<file path="config.mk">
export PLATFORM = sky130hd
export DESIGN_NAME = line_editor_with_echo_flat
export DESIGN_NICKNAME = d
export VERILOG_FILES = /design/src/hdl/lne_pkg.sv /design/src/hdl/lne_in_if.sv /design/src/hdl/lne_out_if.sv /design/src/hdl/line_editor_with_echo.sv /design/src/hdl/lne_store.sv /design/src/hdl/lne_out_reg.sv /design/src/flat_wrapper.sv
export SDC_FILE = /design/constraint.sdc
export NUM_CORES = 1
export LEC_CHECK = 0
export BUFFER_PORTS_ARGS = -buffer_cell sky130_fd_sc_hd__buf_2
export CAP_MARGIN = 20
export CORE_MARGIN = 3
export CORE_UTILIZATION = 67
export DETAILED_ROUTE_END_ITERATION = 10
export GPL_ROUTABILITY_DRIVEN = 0
export PLACE_DENSITY = 0.84
export SKIP_LAST_GASP = 1
export SLEW_MARGIN = 20
export SYNTH_ARGS = -nofsm -noshare
export SYNTH_HDL_FRONTEND = slang
export SYNTH_SLANG_ARGS = --single-unit
export TNS_END_PERCENT = 1
</file>
<file path="constraint.sdc">
create_clock -name clk -period 7.1 [get_ports clk]
set_input_delay 0 -clock clk [delete_from_list [all_inputs] [get_ports clk]]
set_output_delay 0 -clock clk [all_outputs]
set_load 0.01 [all_outputs]
</file>
<file path="src/hdl/lne_pkg.sv">
// Shared types and constants for the line editor with echo.
package lne_pkg;

  localparam int LINE_LEN_DEF = 32;

  localparam logic [6:0] CH_BS    = 7'd8;
  localparam logic [6:0] CH_TAB   = 7'd9;
  localparam logic [6:0] CH_LF    = 7'd10;
  localparam logic [6:0] CH_CR    = 7'd13;
  localparam logic [6:0] CH_KILL  = 7'd21;
  localparam logic [6:0] CH_SPACE = 7'd32;
  localparam logic [6:0] CH_AT    = 7'd64;

  localparam logic KIND_ECHO = 1'b0;
  localparam logic KIND_LINE = 1'b1;

  typedef enum logic [1:0] {
    ST_IDLE,
    ST_ECHO,
    ST_RD_REQ,
    ST_RD_EMIT
  } state_t;

  typedef enum logic [2:0] {
    OP_NONE,
    OP_BS,
    OP_CR,
    OP_STORE,
    OP_KILL
  } op_t;

  typedef struct packed {
    logic [6:0] out_char;
    logic       kind;
    logic       last;
  } result_t;

endpackage

</file>
<file path="src/hdl/lne_in_if.sv">
// Input channel: one received byte per transaction.
interface lne_in_if;
  logic       valid;
  logic       ready;
  logic [7:0] char_in;

  modport source(output valid, output char_in, input ready);
  modport sink(input valid, input char_in, output ready);
endinterface

</file>
<file path="src/hdl/lne_out_if.sv">
// Output channel: one echo or line character per transaction.
interface lne_out_if;
  logic       valid;
  logic       ready;
  logic [6:0] out_char;
  logic       kind;
  logic       last;

  modport source(output valid, output out_char, output kind, output last, input ready);
  modport sink(input valid, input out_char, input kind, input last, output ready);
endinterface

</file>
<file path="src/hdl/line_editor_with_echo.sv">
// Top level of the line editor with echo: decode, sequencer and line count.
//
//   channel  dir  payload                      transaction
//   in_ch    in   char_in[7:0]                 valid && ready
//   out_ch   out  out_char[6:0], kind, last    valid && ready
//
// An input byte is taken when the sequencer is idle; each echo character is then
// emitted from the echo buffer, each line character by a memory read and an emit,
// so a carriage return with a non-empty line reads out the line after its echo.
// The output register stalls the sequencer while it is full and ready is low.
// rst is synchronous; it clears the line count and the sequencer. The store
// needs no clearing: only entries below the line count are read.
module line_editor_with_echo #(
  parameter int LINE_LEN = lne_pkg::LINE_LEN_DEF
) (
  input  logic      clk,
  input  logic      rst,
  lne_in_if.sink    in_ch,
  lne_out_if.source out_ch
);

  import lne_pkg::*;

  localparam int CW = $clog2(LINE_LEN);
  localparam int AW = $clog2(LINE_LEN - 1);
  localparam logic [CW-1:0] FULL = CW'(LINE_LEN - 1);

  state_t        state, state_next;
  logic [CW-1:0] count;
  logic [6:0]    echo_buf [3];
  logic [1:0]    echo_idx;
  logic [1:0]    echo_end;
  logic          then_read;
  logic [CW-1:0] rd_idx;
  logic [CW-1:0] rd_len;

  logic       accept;
  logic [6:0] c;
  op_t        op;
  logic       free;
  logic       push;
  result_t    res;
  logic       mem_re;
  logic [6:0] mem_rdata;
  logic       echo_done;
  logic       rd_done;

  assign accept    = in_ch.valid && in_ch.ready;
  assign c         = in_ch.char_in[6:0];
  assign echo_done = (echo_idx == echo_end);
  assign rd_done   = (rd_idx == rd_len - CW'(1));

  always_comb begin
    case (c)
      CH_SPACE, CH_LF, CH_TAB: op = OP_NONE;
      CH_BS:                   op = (count != '0) ? OP_BS : OP_NONE;
      CH_CR:                   op = OP_CR;
      default: begin
        if (c != CH_KILL && count < FULL) begin
          op = OP_STORE;
        end else begin
          op = (count != '0) ? OP_KILL : OP_NONE;
        end
      end
    endcase
  end

  always_comb begin
    state_next = state;
    case (state)
      ST_IDLE: begin
        if (accept && op != OP_NONE) begin
          state_next = ST_ECHO;
        end
      end
      ST_ECHO: begin
        if (free && echo_done) begin
          state_next = then_read ? ST_RD_REQ : ST_IDLE;
        end
      end
      ST_RD_REQ: state_next = ST_RD_EMIT;
      ST_RD_EMIT: begin
        if (free) begin
          state_next = rd_done ? ST_IDLE : ST_RD_REQ;
        end
      end
      default: state_next = ST_IDLE;
    endcase
  end

  always_comb begin
    in_ch.ready = 1'b0;
    push        = 1'b0;
    mem_re      = 1'b0;
    res         = '{out_char: echo_buf[echo_idx], kind: KIND_ECHO,
                    last: echo_done && !then_read};
    case (state)
      ST_IDLE:   in_ch.ready = 1'b1;
      ST_ECHO:   push = free;
      ST_RD_REQ: mem_re = 1'b1;
      ST_RD_EMIT: begin
        push = free;
        res  = '{out_char: mem_rdata, kind: KIND_LINE, last: rd_done};
      end
      default: ;
    endcase
  end

  always_ff @(posedge clk) begin
    if (rst) begin
      state <= ST_IDLE;
      count <= '0;
    end else begin
      state <= state_next;
      if (accept) begin
        case (op)
          OP_BS:    count <= count - CW'(1);
          OP_CR:    count <= '0;
          OP_STORE: count <= count + CW'(1);
          OP_KILL:  count <= '0;
          default:  ;
        endcase
      end
    end
  end

  // load the echo run and readout bounds on each accepted byte, else step the indices
  always_ff @(posedge clk) begin
    if (accept) begin
      echo_idx  <= '0;
      then_read <= 1'b0;
      rd_idx    <= '0;
      rd_len    <= count;
      case (op)
        OP_BS: begin
          echo_buf[0] <= CH_BS;
          echo_buf[1] <= CH_SPACE;
          echo_buf[2] <= CH_BS;
          echo_end    <= 2'd2;
        end
        OP_CR: begin
          echo_buf[0] <= CH_CR;
          echo_buf[1] <= CH_LF;
          echo_end    <= 2'd1;
          then_read   <= (count != '0);
        end
        OP_STORE: begin
          echo_buf[0] <= c;
          echo_end    <= 2'd0;
        end
        OP_KILL: begin
          echo_buf[0] <= CH_AT;
          echo_buf[1] <= CH_CR;
          echo_buf[2] <= CH_LF;
          echo_end    <= 2'd2;
        end
        default: ;
      endcase
    end else begin
      if (state == ST_ECHO && free) begin
        echo_idx <= echo_idx + 2'd1;
      end
      if (state == ST_RD_EMIT && free) begin
        rd_idx <= rd_idx + CW'(1);
      end
    end
  end

  lne_store #(
    .DEPTH (LINE_LEN - 1),
    .AW    (AW)
  ) u_store (
    .clk   (clk),
    .we    (accept && op == OP_STORE),
    .waddr (count[AW-1:0]),
    .wdata (c),
    .re    (mem_re),
    .raddr (rd_idx[AW-1:0]),
    .rdata (mem_rdata)
  );

  lne_out_reg u_out (
    .clk    (clk),
    .rst    (rst),
    .push   (push),
    .din    (res),
    .free   (free),
    .out_ch (out_ch)
  );

  a_count_range: assert property (@(posedge clk) disable iff (rst)
    count <= FULL)
    else $error("line count beyond store size");

  a_read_then_emit: assert property (@(posedge clk) disable iff (rst)
    mem_re |=> state == ST_RD_EMIT)
    else $error("store read not followed by emit");

  a_store_counts: assert property (@(posedge clk) disable iff (rst)
    (accept && op == OP_STORE) |=> count == $past(count) + CW'(1))
    else $error("stored character not counted");

  a_last_ends_item: assert property (@(posedge clk) disable iff (rst)
    (push && res.last) |=> state == ST_IDLE)
    else $error("sequencer busy after final result");

endmodule

</file>
<file path="src/hdl/lne_store.sv">
// Line store: synchronous memory, one write and one registered read port.
module lne_store #(
  parameter int DEPTH = lne_pkg::LINE_LEN_DEF - 1,
  parameter int AW    = $clog2(lne_pkg::LINE_LEN_DEF - 1)
) (
  input  logic          clk,
  input  logic          we,
  input  logic [AW-1:0] waddr,
  input  logic [6:0]    wdata,
  input  logic          re,
  input  logic [AW-1:0] raddr,
  output logic [6:0]    rdata
);

  logic [6:0] mem [DEPTH];

  always_ff @(posedge clk) begin
    if (we) begin
      mem[waddr] <= wdata;
    end
  end

  // hold read data until the next read
  always_ff @(posedge clk) begin
    if (re) begin
      rdata <= mem[raddr];
    end
  end

endmodule

</file>
<file path="src/hdl/lne_out_reg.sv">
// Output register: holds one result until the sink takes it.
module lne_out_reg (
  input  logic             clk,
  input  logic             rst,
  input  logic             push,
  input  lne_pkg::result_t din,
  output logic             free,
  lne_out_if.source        out_ch
);

  import lne_pkg::*;

  logic    valid;
  result_t data;

  assign free = !valid || out_ch.ready;

  always_ff @(posedge clk) begin
    if (rst) begin
      valid <= 1'b0;
    end else if (push) begin
      valid <= 1'b1;
    end else if (out_ch.ready) begin
      valid <= 1'b0;
    end
  end

  always_ff @(posedge clk) begin
    if (push) begin
      data <= din;
    end
  end

  assign out_ch.valid    = valid;
  assign out_ch.out_char = data.out_char;
  assign out_ch.kind     = data.kind;
  assign out_ch.last     = data.last;

endmodule

</file>
<file path="src/flat_wrapper.sv">
// flat-port wrapper written by rule: the top's interface ports become plain ports
module line_editor_with_echo_flat import lne_pkg::*;
#(
  parameter int LINE_LEN = lne_pkg::LINE_LEN_DEF
)
  (clk, rst, in_ch_valid, in_ch_char_in, in_ch_ready, out_ch_valid, out_ch_out_char, out_ch_kind, out_ch_last, out_ch_ready);
  lne_in_if in_ch_i ();
  lne_out_if out_ch_i ();
  input  logic clk;
  input  logic rst;
  input wire logic [$bits(in_ch_i.valid)-1:0] in_ch_valid;
  input wire logic [$bits(in_ch_i.char_in)-1:0] in_ch_char_in;
  output wire logic [$bits(in_ch_i.ready)-1:0] in_ch_ready;
  output wire logic [$bits(out_ch_i.valid)-1:0] out_ch_valid;
  output wire logic [$bits(out_ch_i.out_char)-1:0] out_ch_out_char;
  output wire logic [$bits(out_ch_i.kind)-1:0] out_ch_kind;
  output wire logic [$bits(out_ch_i.last)-1:0] out_ch_last;
  input wire logic [$bits(out_ch_i.ready)-1:0] out_ch_ready;
  assign in_ch_i.valid = in_ch_valid;
  assign in_ch_i.char_in = in_ch_char_in;
  assign in_ch_ready = in_ch_i.ready;
  assign out_ch_valid = out_ch_i.valid;
  assign out_ch_out_char = out_ch_i.out_char;
  assign out_ch_kind = out_ch_i.kind;
  assign out_ch_last = out_ch_i.last;
  assign out_ch_i.ready = out_ch_ready;
  line_editor_with_echo #(.LINE_LEN(LINE_LEN)) u_core (.clk(clk), .rst(rst), .in_ch(in_ch_i), .out_ch(out_ch_i));
endmodule
</file>
==> results.tsv <==
stage	metric	value	unit
sta	post-route setup slack	3.30	ns
synth	YS warnings	0	
grt	met3 usage	0.0503	
grt	Global Route met2 Usage	0.410	
sta	final period utilization	0.535	
routing	initial DRC count	712	
final_layout	Finished Core Util	0.758	
synth	Area contributors post-synth	edfxtp_1, mux4_2, dfxtp_1, mux2i_1, nor2_1	
setup_path	Setup Crit Path Kind	reg -> reg	
synth	Synth async-reset ratio	0	
pwr	Static Leakage	3.85	nW
grt	total gr overflow	0	
synth	Yosys top cell by area	edfxtp_1	
final_layout	Final #Nets	670	
sta	Setup-failing EPs final	0	
setup_path	Worst Path Arrival	3.95	ns
pwr	Switching Fraction	0.225	
cts	CTS Buf Count	27	
setup_path	CP cell instances	nor2_1 -> nand2_1 -> inv_1 -> o211ai_2 -> or4_1 -> nor2_1	
routing	via/cell ratio	6.57	
die	core footprint	0.0161	mm²
synth	synthesized area	0.0111	mm²
cts	# clock sinks	270	
place	pre-CTS setup slack	3.40	ns
place	Detailed Place HPWL	13000	µm
synth	Netlist cell types	64	
synth	Cells after Synth	627	
routing	drt pass-1 iters	5	
setup_path	cell mode on critical path	nor2_1	
die	Die ar.	0.0181	mm²
die	Rows	46	
run_status	outcome	finished clean	
sta	max-slew violation count	0	
grt	largest net degree at the start of global routing	64	
pwr	Clock Power Share	0.377	
setup_path	worst path bufs/invs	1	
sta	clock skew	0.0175	ns
grt	gr busiest metal	met2	
cts	Clock Tree Buf Depth	3	
cts	clk slew on worst S/H paths	0.07	ns
synth	#FFs+latches synth	270	
sta	Fin Setup TNS	0	ns
pwr	Flop pwr share	0.540	
cts	Post-CTS Resized	0	
synth	Post-synth EDFFs	253	
pwr	PnR Total Power	3.41	mW
sta	Hold Violations, Final	0	
grt	vias in the first global route	5910	
routing	Routed Antenna Nets	0	
routing	Routed WL	21900	µm
routing	DRC viols	0	
flow_run	Max-cap violations	0	
die	Starting Density	0.691	
grt	GR Util All Layers	0.251	
sta	actual slew at the worst max-slew pin	0.950	ns
pwr	Worst VDD drop	0.237	mV
pwr	Logic pwr share	0.083	
cts	Setup Buffers After CTS	0	
cts	htree depth	1	
synth	Commonest cells post-synth	edfxtp_1, nor2_1, mux4_2, mux2i_1, nand2_1	
sta	Tmin final	3.80	ns
sta	unrepaired setup endpoints after global routing	no	
cts	worst skew pair latency	0.53	ns
setup_path	Crit Path Max Fanout	26	
pwr	Pint	2.64	mW
synth	mean post-synth cell area	17.7	µm²
routing	via count	5825	
sta	slew margin rel.	0.366	
final_layout	diode count	0	
synth	share of the synthesized area in the top cell type	0.685	
synth	most common cell in the synthesized netlist	edfxtp_1	
synth	sequential area share after synthesis	0.715	
setup_path	Worst EP required	7.25	ns
setup_path	Worst path max stage delay	0.79	ns
synth	ys flop type	edfxtp_1	
grt	initial antenna violation count	0	
setup_path	CP max stage cell	inv_1	
setup_path	Worst path top cell family by delay	simple AND/OR/NAND/NOR gates	
grt	met1 Use GR	0.354	
setup_path	CP endpoint kind	flop	
pwr	PD cells	280	mW/mm²
cts	root buffer cell	clkbuf_16	
pwr	Sw Pwr	0.768	mW
die	I/O pin total	23	
setup_path	CP startpoint kind	flop	
synth	Synth Net Count	645	
cts	CTS tree	done	
grt	first-pass GRT wire length	34200	µm
sta	fmax	0.263	GHz
final_layout	share of cells above drive strength 1	0.192	
die	die height	135	µm
final_layout	Synth-to-Final Area Change	9.69	%
cts	hold_buf cts	4	
routing	DR WL/cell	24.6	µm
die	Die X	135	µm
hold_path	Tightest Hold Check Type	in -> reg	
place	number of port buffers	21	
## flip-flops by register name (all words and copies together) (netlist names), named ones only
| name | flops |
|---|---|
| u_core.rd_idx | 5 |
| u_core.u_out.out_ch.kind | 1 |
| u_core.u_out.out_ch.out_char | 7 |
| u_core.rd_len | 5 |
| u_core.echo_idx | 2 |
| u_core.echo_end | 2 |
| u_core.u_out.out_ch.valid | 1 |
| u_core.then_read | 1 |
| u_core.echo_buf | 12 |
| u_core.state | 2 |
| u_core.count | 5 |
| u_core.u_store.mem | 217 |
| u_core.u_store.rdata | 7 |
| u_core.u_out.out_ch.last | 1 |
## stage by stage
step / hold WS [ns] / cells / area, µm²
final: 0.0596 / 887 / 12200
after global routing: 0.0711 / 887 / 12200
after CTS: 0.0401 / 886 / 12200
after floorplan: 0.0989 / 627 / 11100
after global placement: 0.302 / 834 / 11300
after detailed placement: 0.310 / 834 / 11300
## power groups by stage
stage          sequential (mW)  clock [mW]  combinational, mW
2_1_floorplan             1.86           0              0.188
3_3_place_gp              1.87           0              0.256
3_5_place_dp              1.87           0              0.271
4_1_cts                   1.84        1.30              0.279
5_1_grt                   1.84        1.36              0.306
6_report                  1.84        1.29              0.282
## cell usage in the layout (no fill, tap or decap), drive strengths merged, types with 15 or more instances in the layout
cell type,count
a21oi,15
buf,25
clkbuf,33
dfxtp,17
edfxtp,253
mux2i,33
mux4,50
nand2,21
nor2,56
o21ai,16
## cells by family after synthesis
| group | synth area share |
|---|---|
| fa+ha+maj | 0.00744 |
| buf+inv | 0.0201 |
| flops | 0.715 |
| simple gates | 0.0586 |
| mux | 0.134 |
| compound gates | 0.0548 |
| xor+xnor | 0.00947 |
## worst paths after layout
check / from / depth (start not counted) / slack, ns / to
max reg2reg: u_core.state[1]$_SDFFE_PP0P_ / 6 / 3.30 / u_core.u_store.mem[12][3]$_DFFE_PP_
min reg2reg: u_core.u_store.rdata[4]$_DFFE_PP_ / 1 / 0.56 / u_core.u_out.out_ch.out_char[4]$_DFFE_PP_
max: u_core.state[1]$_SDFFE_PP0P_ / 6 / 3.30 / u_core.u_store.mem[12][3]$_DFFE_PP_
min: in_ch_char_in[0] / 1 / 0.06 / u_core.u_store.mem[0][0]$_DFFE_PP_
## per-layer routing
layer / wire (µm) / vias up / share of wire
li1: - / 2551 / -
met1: 8530 / 2918 / 0.39
met2: 10900 / 307 / 0.50
met3: 1810 / 49 / 0.083
met4: 579 / 0 / 0.026
met5: 0 / - / 0
## final cells by class
type	count	area [µm²]
Multi-Input combinational cell	312	2950
Clock buffer	33	698
Fill cell	897	3890
Inverter	12	45.0
Clock inverter	15	95.1
Tap cell	216	270
Timing Repair Buffer	29	173
Sequential cell	270	7940
(Power assumes the default switching activity.)
